`src/rtl/pffl_pkg.sv`:
```
// Package for the page frame free list allocator.
// Holds shared widths, limits, payload structs and controller/datapath links.
// No dependencies.
`default_nettype none

package pffl_pkg;

  localparam int MaxFrames  = 1024;
  localparam int MaxRequest = 32;
  localparam int FrameW     = $clog2(MaxFrames);
  localparam int TotalW     = $clog2(MaxFrames + 1);
  localparam int CountW     = $clog2(MaxRequest + 1);

  typedef struct packed {
    logic              mode;
    logic [CountW-1:0] count;
    logic [FrameW-1:0] frame;
  } req_t;

  typedef struct packed {
    logic              ok;
    logic              frame_valid;
    logic [FrameW-1:0] frame_out;
    logic              last;
    logic [TotalW-1:0] free_count;
  } rsp_t;

  localparam logic ModeAlloc = 1'b0;
  localparam logic ModeFree  = 1'b1;

  typedef struct packed {
    logic cfg_write;
    logic latch;
    logic clr_step;
    logic emit_fail;
    logic emit_zero;
    logic do_free;
    logic pop_first;
    logic pop;
  } ctrl_cmd_t;

  typedef struct packed {
    logic mode;
    logic alloc_bad;
    logic alloc_zero;
    logic free_bad;
    logic rem_one;
    logic clr_last;
  } ctrl_sts_t;

endpackage

`default_nettype wire

```
`src/rtl/pffl_ctrl.sv`:
```
// Controller state machine: accepts requests and config writes, sequences
// the clear sweep, decision and pops. Depends on pffl_pkg.
`default_nettype none

module pffl_ctrl
  import pffl_pkg::*;
(
  input  wire logic      clk,
  input  wire logic      rst,
  input  wire logic      start,
  output logic           busy,
  input  wire logic      cfg_valid,
  output logic           cfg_ready,
  input  wire ctrl_sts_t sts,
  output ctrl_cmd_t      cmd
);

  typedef enum logic [3:0] {
    IDLE   = 4'b0001,
    DECIDE = 4'b0010,
    POP    = 4'b0100,
    CLEAR  = 4'b1000
  } state_t;

  state_t state;
  state_t state_next;
  logic   cfg_we;

  assign busy      = (state != IDLE);
  assign cfg_ready = (state == CLEAR) || ((state == IDLE) && !start);
  assign cfg_we    = cfg_valid && cfg_ready;

  always_ff @(posedge clk) begin
    if (rst) begin
      state <= CLEAR;
    end else begin
      state <= state_next;
    end
  end

  always_comb begin
    cmd        = '0;
    state_next = state;
    case (state)
      IDLE: begin
        if (cfg_we) begin
          cmd.cfg_write = 1'b1;
          state_next    = CLEAR;
        end else if (start) begin
          cmd.latch  = 1'b1;
          state_next = DECIDE;
        end
      end
      CLEAR: begin
        if (cfg_we) begin
          cmd.cfg_write = 1'b1;
        end else begin
          cmd.clr_step = 1'b1;
          if (sts.clr_last) begin
            state_next = IDLE;
          end
        end
      end
      DECIDE: begin
        state_next = IDLE;
        if (sts.mode == ModeAlloc) begin
          if (sts.alloc_bad) begin
            cmd.emit_fail = 1'b1;
          end else if (sts.alloc_zero) begin
            cmd.emit_zero = 1'b1;
          end else begin
            cmd.pop_first = 1'b1;
            state_next    = POP;
          end
        end else if (sts.free_bad) begin
          cmd.emit_fail = 1'b1;
        end else begin
          cmd.do_free = 1'b1;
        end
      end
      POP: begin
        cmd.pop = 1'b1;
        if (sts.rem_one) begin
          state_next = IDLE;
        end
      end
      default: begin
        state_next = IDLE;
      end
    endcase
  end

  a_one_action: assert property (@(posedge clk) disable iff (rst)
    $onehot0({cmd.emit_fail, cmd.emit_zero, cmd.do_free, cmd.pop_first,
              cmd.pop, cmd.clr_step, cmd.cfg_write, cmd.latch}))
    else $error("more than one datapath action in a cycle");

  a_pop_follows: assert property (@(posedge clk) disable iff (rst)
    cmd.pop_first |=> cmd.pop)
    else $error("allocation decision not followed by a pop");

  a_start_taken: assert property (@(posedge clk) disable iff (rst)
    start && !busy |=> state == DECIDE)
    else $error("accepted transaction did not reach the decision state");

endmodule

`default_nettype wire
```
`config.mk`:
```
export PLATFORM = sky130hd
export DESIGN_NAME = pffl_ctrl
export DESIGN_NICKNAME = d
export VERILOG_FILES = /design/src/rtl/pffl_pkg.sv /design/src/rtl/pffl_ctrl.sv
export SDC_FILE = /design/constraint.sdc
export NUM_CORES = 1
export LEC_CHECK = 0
export ABC_AREA = 1
export CAP_MARGIN = 20
export CORE_UTILIZATION = 25
export CTS_BUF_LIST = sky130_fd_sc_hd__clkbuf_16
export DETAILED_ROUTE_END_ITERATION = 8
export DONT_BUFFER_PORTS = 1
export PLACE_DENSITY_LB_ADDON = 0.05
export REMOVE_ABC_BUFFERS = 1
export SYNTH_ARGS = -nofsm -noshare
export SYNTH_HDL_FRONTEND = slang
export SYNTH_SLANG_ARGS = --single-unit
export TNS_END_PERCENT = 10
```
`constraint.sdc`:
```
create_clock -name clk -period 2 [get_ports clk]
set_input_delay 0.5 -clock clk [delete_from_list [all_inputs] [get_ports clk]]
set_output_delay 0.5 -clock clk [all_outputs]
set_load 0.01 [all_outputs]
```
Word level (Yosys, flattened, before mapping)
Index checks and enable logic that the tools add are counted.
Storage, ports and cells
  bits of input ports: 10
  bits in registers: 4
  word-level logic and storage cells: 45
  output and inout bits: 10
Cells by class
  eq/ne operators: 9
  reduce and logical (&&, ||, !) cells: 6
  multiplexer cells: 29
Operators with widths (number)
  2-to-1 mux 4 bit: 8
  2-to-1 mux 1 bit: 19
  case mux 4 bit (4 select lines): 1
  != test 2 bit (second input constant): 3
  == test 4 x 1 -> 1 bit (second input constant): 1
  == test 4 x 2 -> 1 bit (second input constant): 1
  == test 4 x 3 -> 1 bit (second input constant): 1
  == test 4 bit (second input constant): 1
  != test 4 x 1 -> 1 bit (second input constant): 1
  AND reduction 4 bit: 1
  2-to-1 mux 3 bit: 1
  != test 3 bit (second input constant): 1
  logical AND 1 bit: 2
  OR reduction 2 bit: 1
  zero test 1 bit: 1
  logical OR 1 bit: 1

Logic depth before layout (Yosys ltp)
Gate-level depths: netlist of run 1.
  word-level depth: 6
  mapped depth: 8
  depth with buffers taken out: 8

Worst setup path after synthesis of run 1
OpenSTA, ideal clock, no wires.
  path type: register to output
  start: register state[3]
  end: output port cmd[3] (netlist name)
  cell stages (with the launch flop): 4
  slack: 524 ps
  required time: 1500 ps
  arrival time: 976 ps
  buffers on the path: 0
  path through: dfxtp_1 nor2_4 nand3_2 nor4_1
RTL lines
  start, declared: RTL line pffl_ctrl.sv:25  | state_t state;
  start signal, assigned: RTL line pffl_ctrl.sv:37  | state <= state_next;
  end, declared: RTL line pffl_ctrl.sv:15  | output ctrl_cmd_t cmd

==> qor.yml, run 1 <==
grt_start_max_net_pins: 6
drc: 0
p_seq_frac: 0.191
fin_crit_ns: 1.81
power_density_nw_per_um2: 1100
core_area_sq_um: 1320
hold_buffers: 0
drt_iter0_markers: 3
postSynthCellCount: 54
crit_path_top_delay_cell: "nor4_1"
arrival_ns: 1.31
ys_types: 19
num_rows: 13
swShare: 0.242
area_growth_pct: 24.2
cts_max_level: 1
synth_area_leaders: "dfxtp_1 (22%), inv_1 (12%), nand2_1 (7.4%)"
synth_seq_cells: 4
rsz0062_at_grt: "false"
reg_top3: "state: 4 flops"
crit_type: "reg2out"
p_int_mw: 0.369
grt_pass1_vias: 324
period_share: 0.904
clkSinkCount: 4
numCtsBuffers: 3
netlist_area_sq_um: 357
clk_latency_ns: 0.23
wirelength_um: 778
ys_seq_area_frac: 0.225
hpwl_um: 643
largest_reg_flops: 4
hold_class: "in2reg"
track_usage: 0.128
initial_utilization: 0.271
netlist.area_leader.share: 0.225
cts_tree: "built"
wire_per_inst_um: 11.0
largest_register: "state"
finalSetupViolCount: 0
min_path_cells: 1
num-nets-final: 68
critPathMaxFanout: 5
crit_required_ns: 1.50
ys_warn_count: 0
n_fill_cell: 142
power.leakage_nw: 0.224
via_count: 324
finalHoldViolations: 0
relSlewSlack: 0.654
cap_viol_max_count: 0
finalPower_mw: 0.487
cp_slowest_stage_delay_ns: 0.42
finalClockSkew_ns: 0.00273
die_h_um: 39.8
n_antenna_cell: 0
io_pins: 20
worst_slew_pin_slew_ns: 0.514
routed_via_density: 4.56
outcome: "finished clean"
first_pass_iters: 3
finalMaxSlewViolations: 0
drive_above_1_share: 0.304
clk_pin_slew_ns: 0.03
clock_power_share: 0.642
cts_setup_buffers: 0
synth_area_per_cell_sq_um: 6.60
place.gp.congestion: 0.709
crit_path_start_kind: "flip-flop"
max_freq_mhz: 553
multi_input_area_sq_um: 220
p_switching_mw: 0.118
fin_setup_tns_ns: 0
grt_overflow_total: 0
ant_nets: 0
ctsLongestPathBuffers: 2
antenna_found_initial: 0
combPwrFrac: 0.167
cts_resized: 0
dieArea_sq_um: 1580
seqCellArea_sq_um: 80.1
clk_root_buffer_cell: "clkbuf_16"
io_buffers: 0
die_x_um: 39.8
crit_path_end_kind: "output pin"
grt_first_pass_wirelength_um: 1290
reg2reg_depth: 8
yosys.area.top_type: "dfxtp_1"
ir_drop_mv: 0.348
crit_chain: "nor2_4, nand3_2, nor4_1"
==> stage by stage <==
step,utilization,instances,cell area (sq um),hold slack [ns],worst slack [ns]
after floorplan,-,53,349,0.559,0.524
after CTS,0.336,71,443,0.343,0.164
final,0.336,71,443,0.344,0.192
after global routing,0.336,71,443,0.343,0.114
after global placement,0.279,68,368,0.576,0.409
after detailed placement,0.279,68,368,0.574,0.406
==> cells in the final DEF, fill, tap and decap left out, drive strengths merged <==
| cell type | n |
|---|---|
| nor4 | 1 |
| o21bai | 1 |
| nand3b | 1 |
| clkbuf | 3 |
| nor3 | 2 |
| dfxtp | 4 |
| nand2 | 11 |
| o21ai | 1 |
| inv | 13 |
| a21oi | 1 |
| nand3 | 5 |
| nor2 | 11 |
| nand4 | 2 |
==> critical path, delay by kind of cell, from the launching register on <==
family / cells / cell delay [ns]
flops: 1 / 0.35
simple gates: 3 / 0.73
==> worst paths after layout <==
check / startpoint / endpoint / slack [ns]
hold reg to reg: state[0] / state[0] / 0.60
setup / recovery: state[2] / cmd[3] / 0.19
setup reg to reg: state[0] / state[3] / 0.86
hold / removal: rst / state[1] / 0.34
==> area by class of cell <==
cell class	instances	share of cell area
multi-input combinational	36	0.497
tap	15	0.0424
clock buffer	3	0.169
inverter	13	0.110
sequential	4	0.181
==> cells by family (layout without fill, tap and decap cells) <==
logic type	count (synthesis)	count (layout)	share of synthesized area
AND/OR/NAND/NOR	33	33	0.537
flip-flops	4	4	0.225
buffers and inverters	14	16	0.158
AO/OA/AOI/OAI	3	3	0.0807
==> cell usage after synthesis <==
cell type	instances
nand4_1	2
nand2_2	3
nand2_1	7
nand3_1	3
dfxtp_1	4
nand3_2	2
o21bai_1	1
nor2_1	6
o21ai_4	1
nor2_2	3
a21oi_1	1
nor3_1	2
inv_2	2
inv_1	11
nor2_4	2
nor4_1	1
nand2_4	1
buf_4	1
nand3b_1	1
==> power groups by stage <==
stage	Clock [mW]	Combinational, mW	Sequential (mW)
after floorplan	0	0.0726	0.0933
after detailed placement	0	0.0829	0.0942
after global placement	0	0.0820	0.0940
final	0.313	0.0814	0.0930
after CTS	0.317	0.0832	0.0931
after global routing	0.325	0.0908	0.0938
==> layer usage <==
layer	global-route usage	up-vias	part of all wire
met1	0.139	136	0.42
met2	0.205	16	0.47
met5	0	-	0
met3	0.0511	2	0.091
met4	0.0776	0	0.022
li1	-	170	-
No activity file was read; power rests on OpenSTA's default activity.
==> run 2: changes to the inputs <==
--- a/config.mk
+++ b/config.mk
@@ -11,6 +11,7 @@
 export CTS_BUF_LIST = sky130_fd_sc_hd__clkbuf_16
 export DETAILED_ROUTE_END_ITERATION = 8
 export DONT_BUFFER_PORTS = 1
+export MAX_ROUTING_LAYER = met4
 export PLACE_DENSITY_LB_ADDON = 0.05
 export REMOVE_ABC_BUFFERS = 1
 export SYNTH_ARGS = -nofsm -noshare
==> qor.yml, run 2 (synthesized netlist as in run 1, its figures left out) <==
outcome: "finished clean"
die_x_um: 39.8  # unchanged
max_freq_mhz: 553  # about the same
reg_top3: "state: 4 flops"
initial_utilization: 0.271  # unchanged
crit_start: "state[2]"
crit_chain: "nor2_4, nand3_2, nor4_1"
ant_nets: 0  # unchanged
cap_viol_max_count: 0  # unchanged
path_depth: 3  # unchanged
place.gp.congestion: 0.717  # +1.1%
die_h_um: 39.8  # unchanged
critPathMaxFanout: 5  # unchanged
grt_pass1_vias: 324  # unchanged
cts_resized: 0  # unchanged
reg2reg_depth: 8  # unchanged
cts_max_level: 1  # unchanged
largest_register: "state"
seqCellArea_sq_um: 80.1  # unchanged
cp_slowest_stage_delay_ns: 0.42  # about the same
crit-reg2reg-launch: "state[0]"
grt_start_max_net_pins: 6  # unchanged
wire_per_inst_um: 10.9  # -0.26%
dieArea_sq_um: 1580  # unchanged
hold_buffers: 0  # unchanged
min_path_cells: 1  # unchanged
largest_reg_flops: 4  # unchanged
io_buffers: 0  # unchanged
worst_slew_pin_slew_ns: 0.514  # unchanged
finalSetupViolCount: 0  # unchanged
wirelength_um: 776  # -0.26%
arrival_ns: 1.31  # about the same
io_pins: 20  # unchanged
multi_input_area_sq_um: 220  # unchanged
numCtsBuffers: 3  # unchanged
grt_overflow_total: 0  # unchanged
area_growth_pct: 24.2  # unchanged
n_fill_cell: 142  # unchanged
n_antenna_cell: 0  # unchanged
clkSinkCount: 4  # unchanged
layout_common_cells: "inv_1 (11), nand2_1 (7), nor2_1 (6), dfxtp_1 (4)"
power.leakage_nw: 0.224  # unchanged
fin_crit_ns: 1.81  # -0.0000650 ns
routed_via_density: 4.56  # unchanged
cts_setup_buffers: 0  # unchanged
drive_above_1_share: 0.304  # unchanged
rsz0062_at_grt: "false"
num-nets-final: 68  # unchanged
clk_root_buffer_cell: "clkbuf_16"
finalHoldViolations: 0  # unchanged
period_share: 0.904  # about the same
power_density_nw_per_um2: 1100  # about the same
worst_path_dominant_cell_family: "simple AND/OR/NAND/NOR gates"
crit_path_end_kind: "output pin"
grt_first_pass_wirelength_um: 1290  # unchanged
cts_tree: "built"
num_rows: 13  # unchanged
finalClockSkew_ns: 0.00273  # unchanged
crit_path_start_kind: "flip-flop"
critPathBufInv: 0  # unchanged
relSlewSlack: 0.654  # unchanged
ir_drop_mv: 0.348  # about the same
hpwl_um: 643  # unchanged
first_pass_iters: 3  # unchanged
finalMaxSlewViolations: 0  # unchanged
place_ws_ns: 0.406  # unchanged
worstHoldStart: "rst"
clk_latency_ns: 0.23  # about the same
drc: 0  # unchanged
fin_setup_tns_ns: 0  # unchanged
ctsLongestPathBuffers: 2  # unchanged
crit_path_top_delay_cell: "nor4_1"
final_core_util: 0.336  # unchanged
track_usage: 0.131  # +0.00308
hold_class: "in2reg"
clk_pin_slew_ns: 0.03  # about the same
crit_type: "reg2out"
antenna_found_initial: 0  # unchanged
via_count: 324  # unchanged
final_common_cell: "inv_1"
core_area_sq_um: 1320  # unchanged
fin_ws_ns: 0.192  # +0.0000650 ns
crit_required_ns: 1.50  # about the same
drt_iter0_markers: 3  # unchanged
[run 2: area by class of cell]
type                       instances  area share
multi-input combinational         36       0.497
inverter                          13       0.110
tap                               15      0.0424
clock buffer                       3       0.169
sequential                         4       0.181
[run 2: per-layer routing]
layer,vias to the layer above,track usage,routed length (um)
met1,136,0.142,330
met2,16,0.205,363
li1,170,-,-
met5,-,-,0
met3,2,0.0455,65
met4,0,0.0776,17
[run 2: worst paths after layout]
kind / end / slack (ns)
setup / recovery: cmd[3] / 0.19
hold / removal: state[1] / 0.34
setup reg to reg: state[3] / 0.86
hold reg to reg: state[0] / 0.60
[run 2: stage by stage]
stage / area, sq um / instances / hold slack, ns / total power, mW
finish: 443 / 71 / 0.344 / 0.487
global route: 443 / 71 / 0.343 / 0.510
CTS: 443 / 71 / 0.343 / 0.494
detailed placement: 368 / 68 / 0.574 / 0.177
global placement: 368 / 68 / 0.576 / 0.176
floorplan: 349 / 53 / 0.559 / 0.166
[run 2: power by group]
| part | internal, mW | switching, mW |
|---|---|---|
| Combinational | 0.0273 | 0.0541 |
| Clock | 0.256 | 0.0571 |
| Sequential | 0.0866 | 0.00638 |
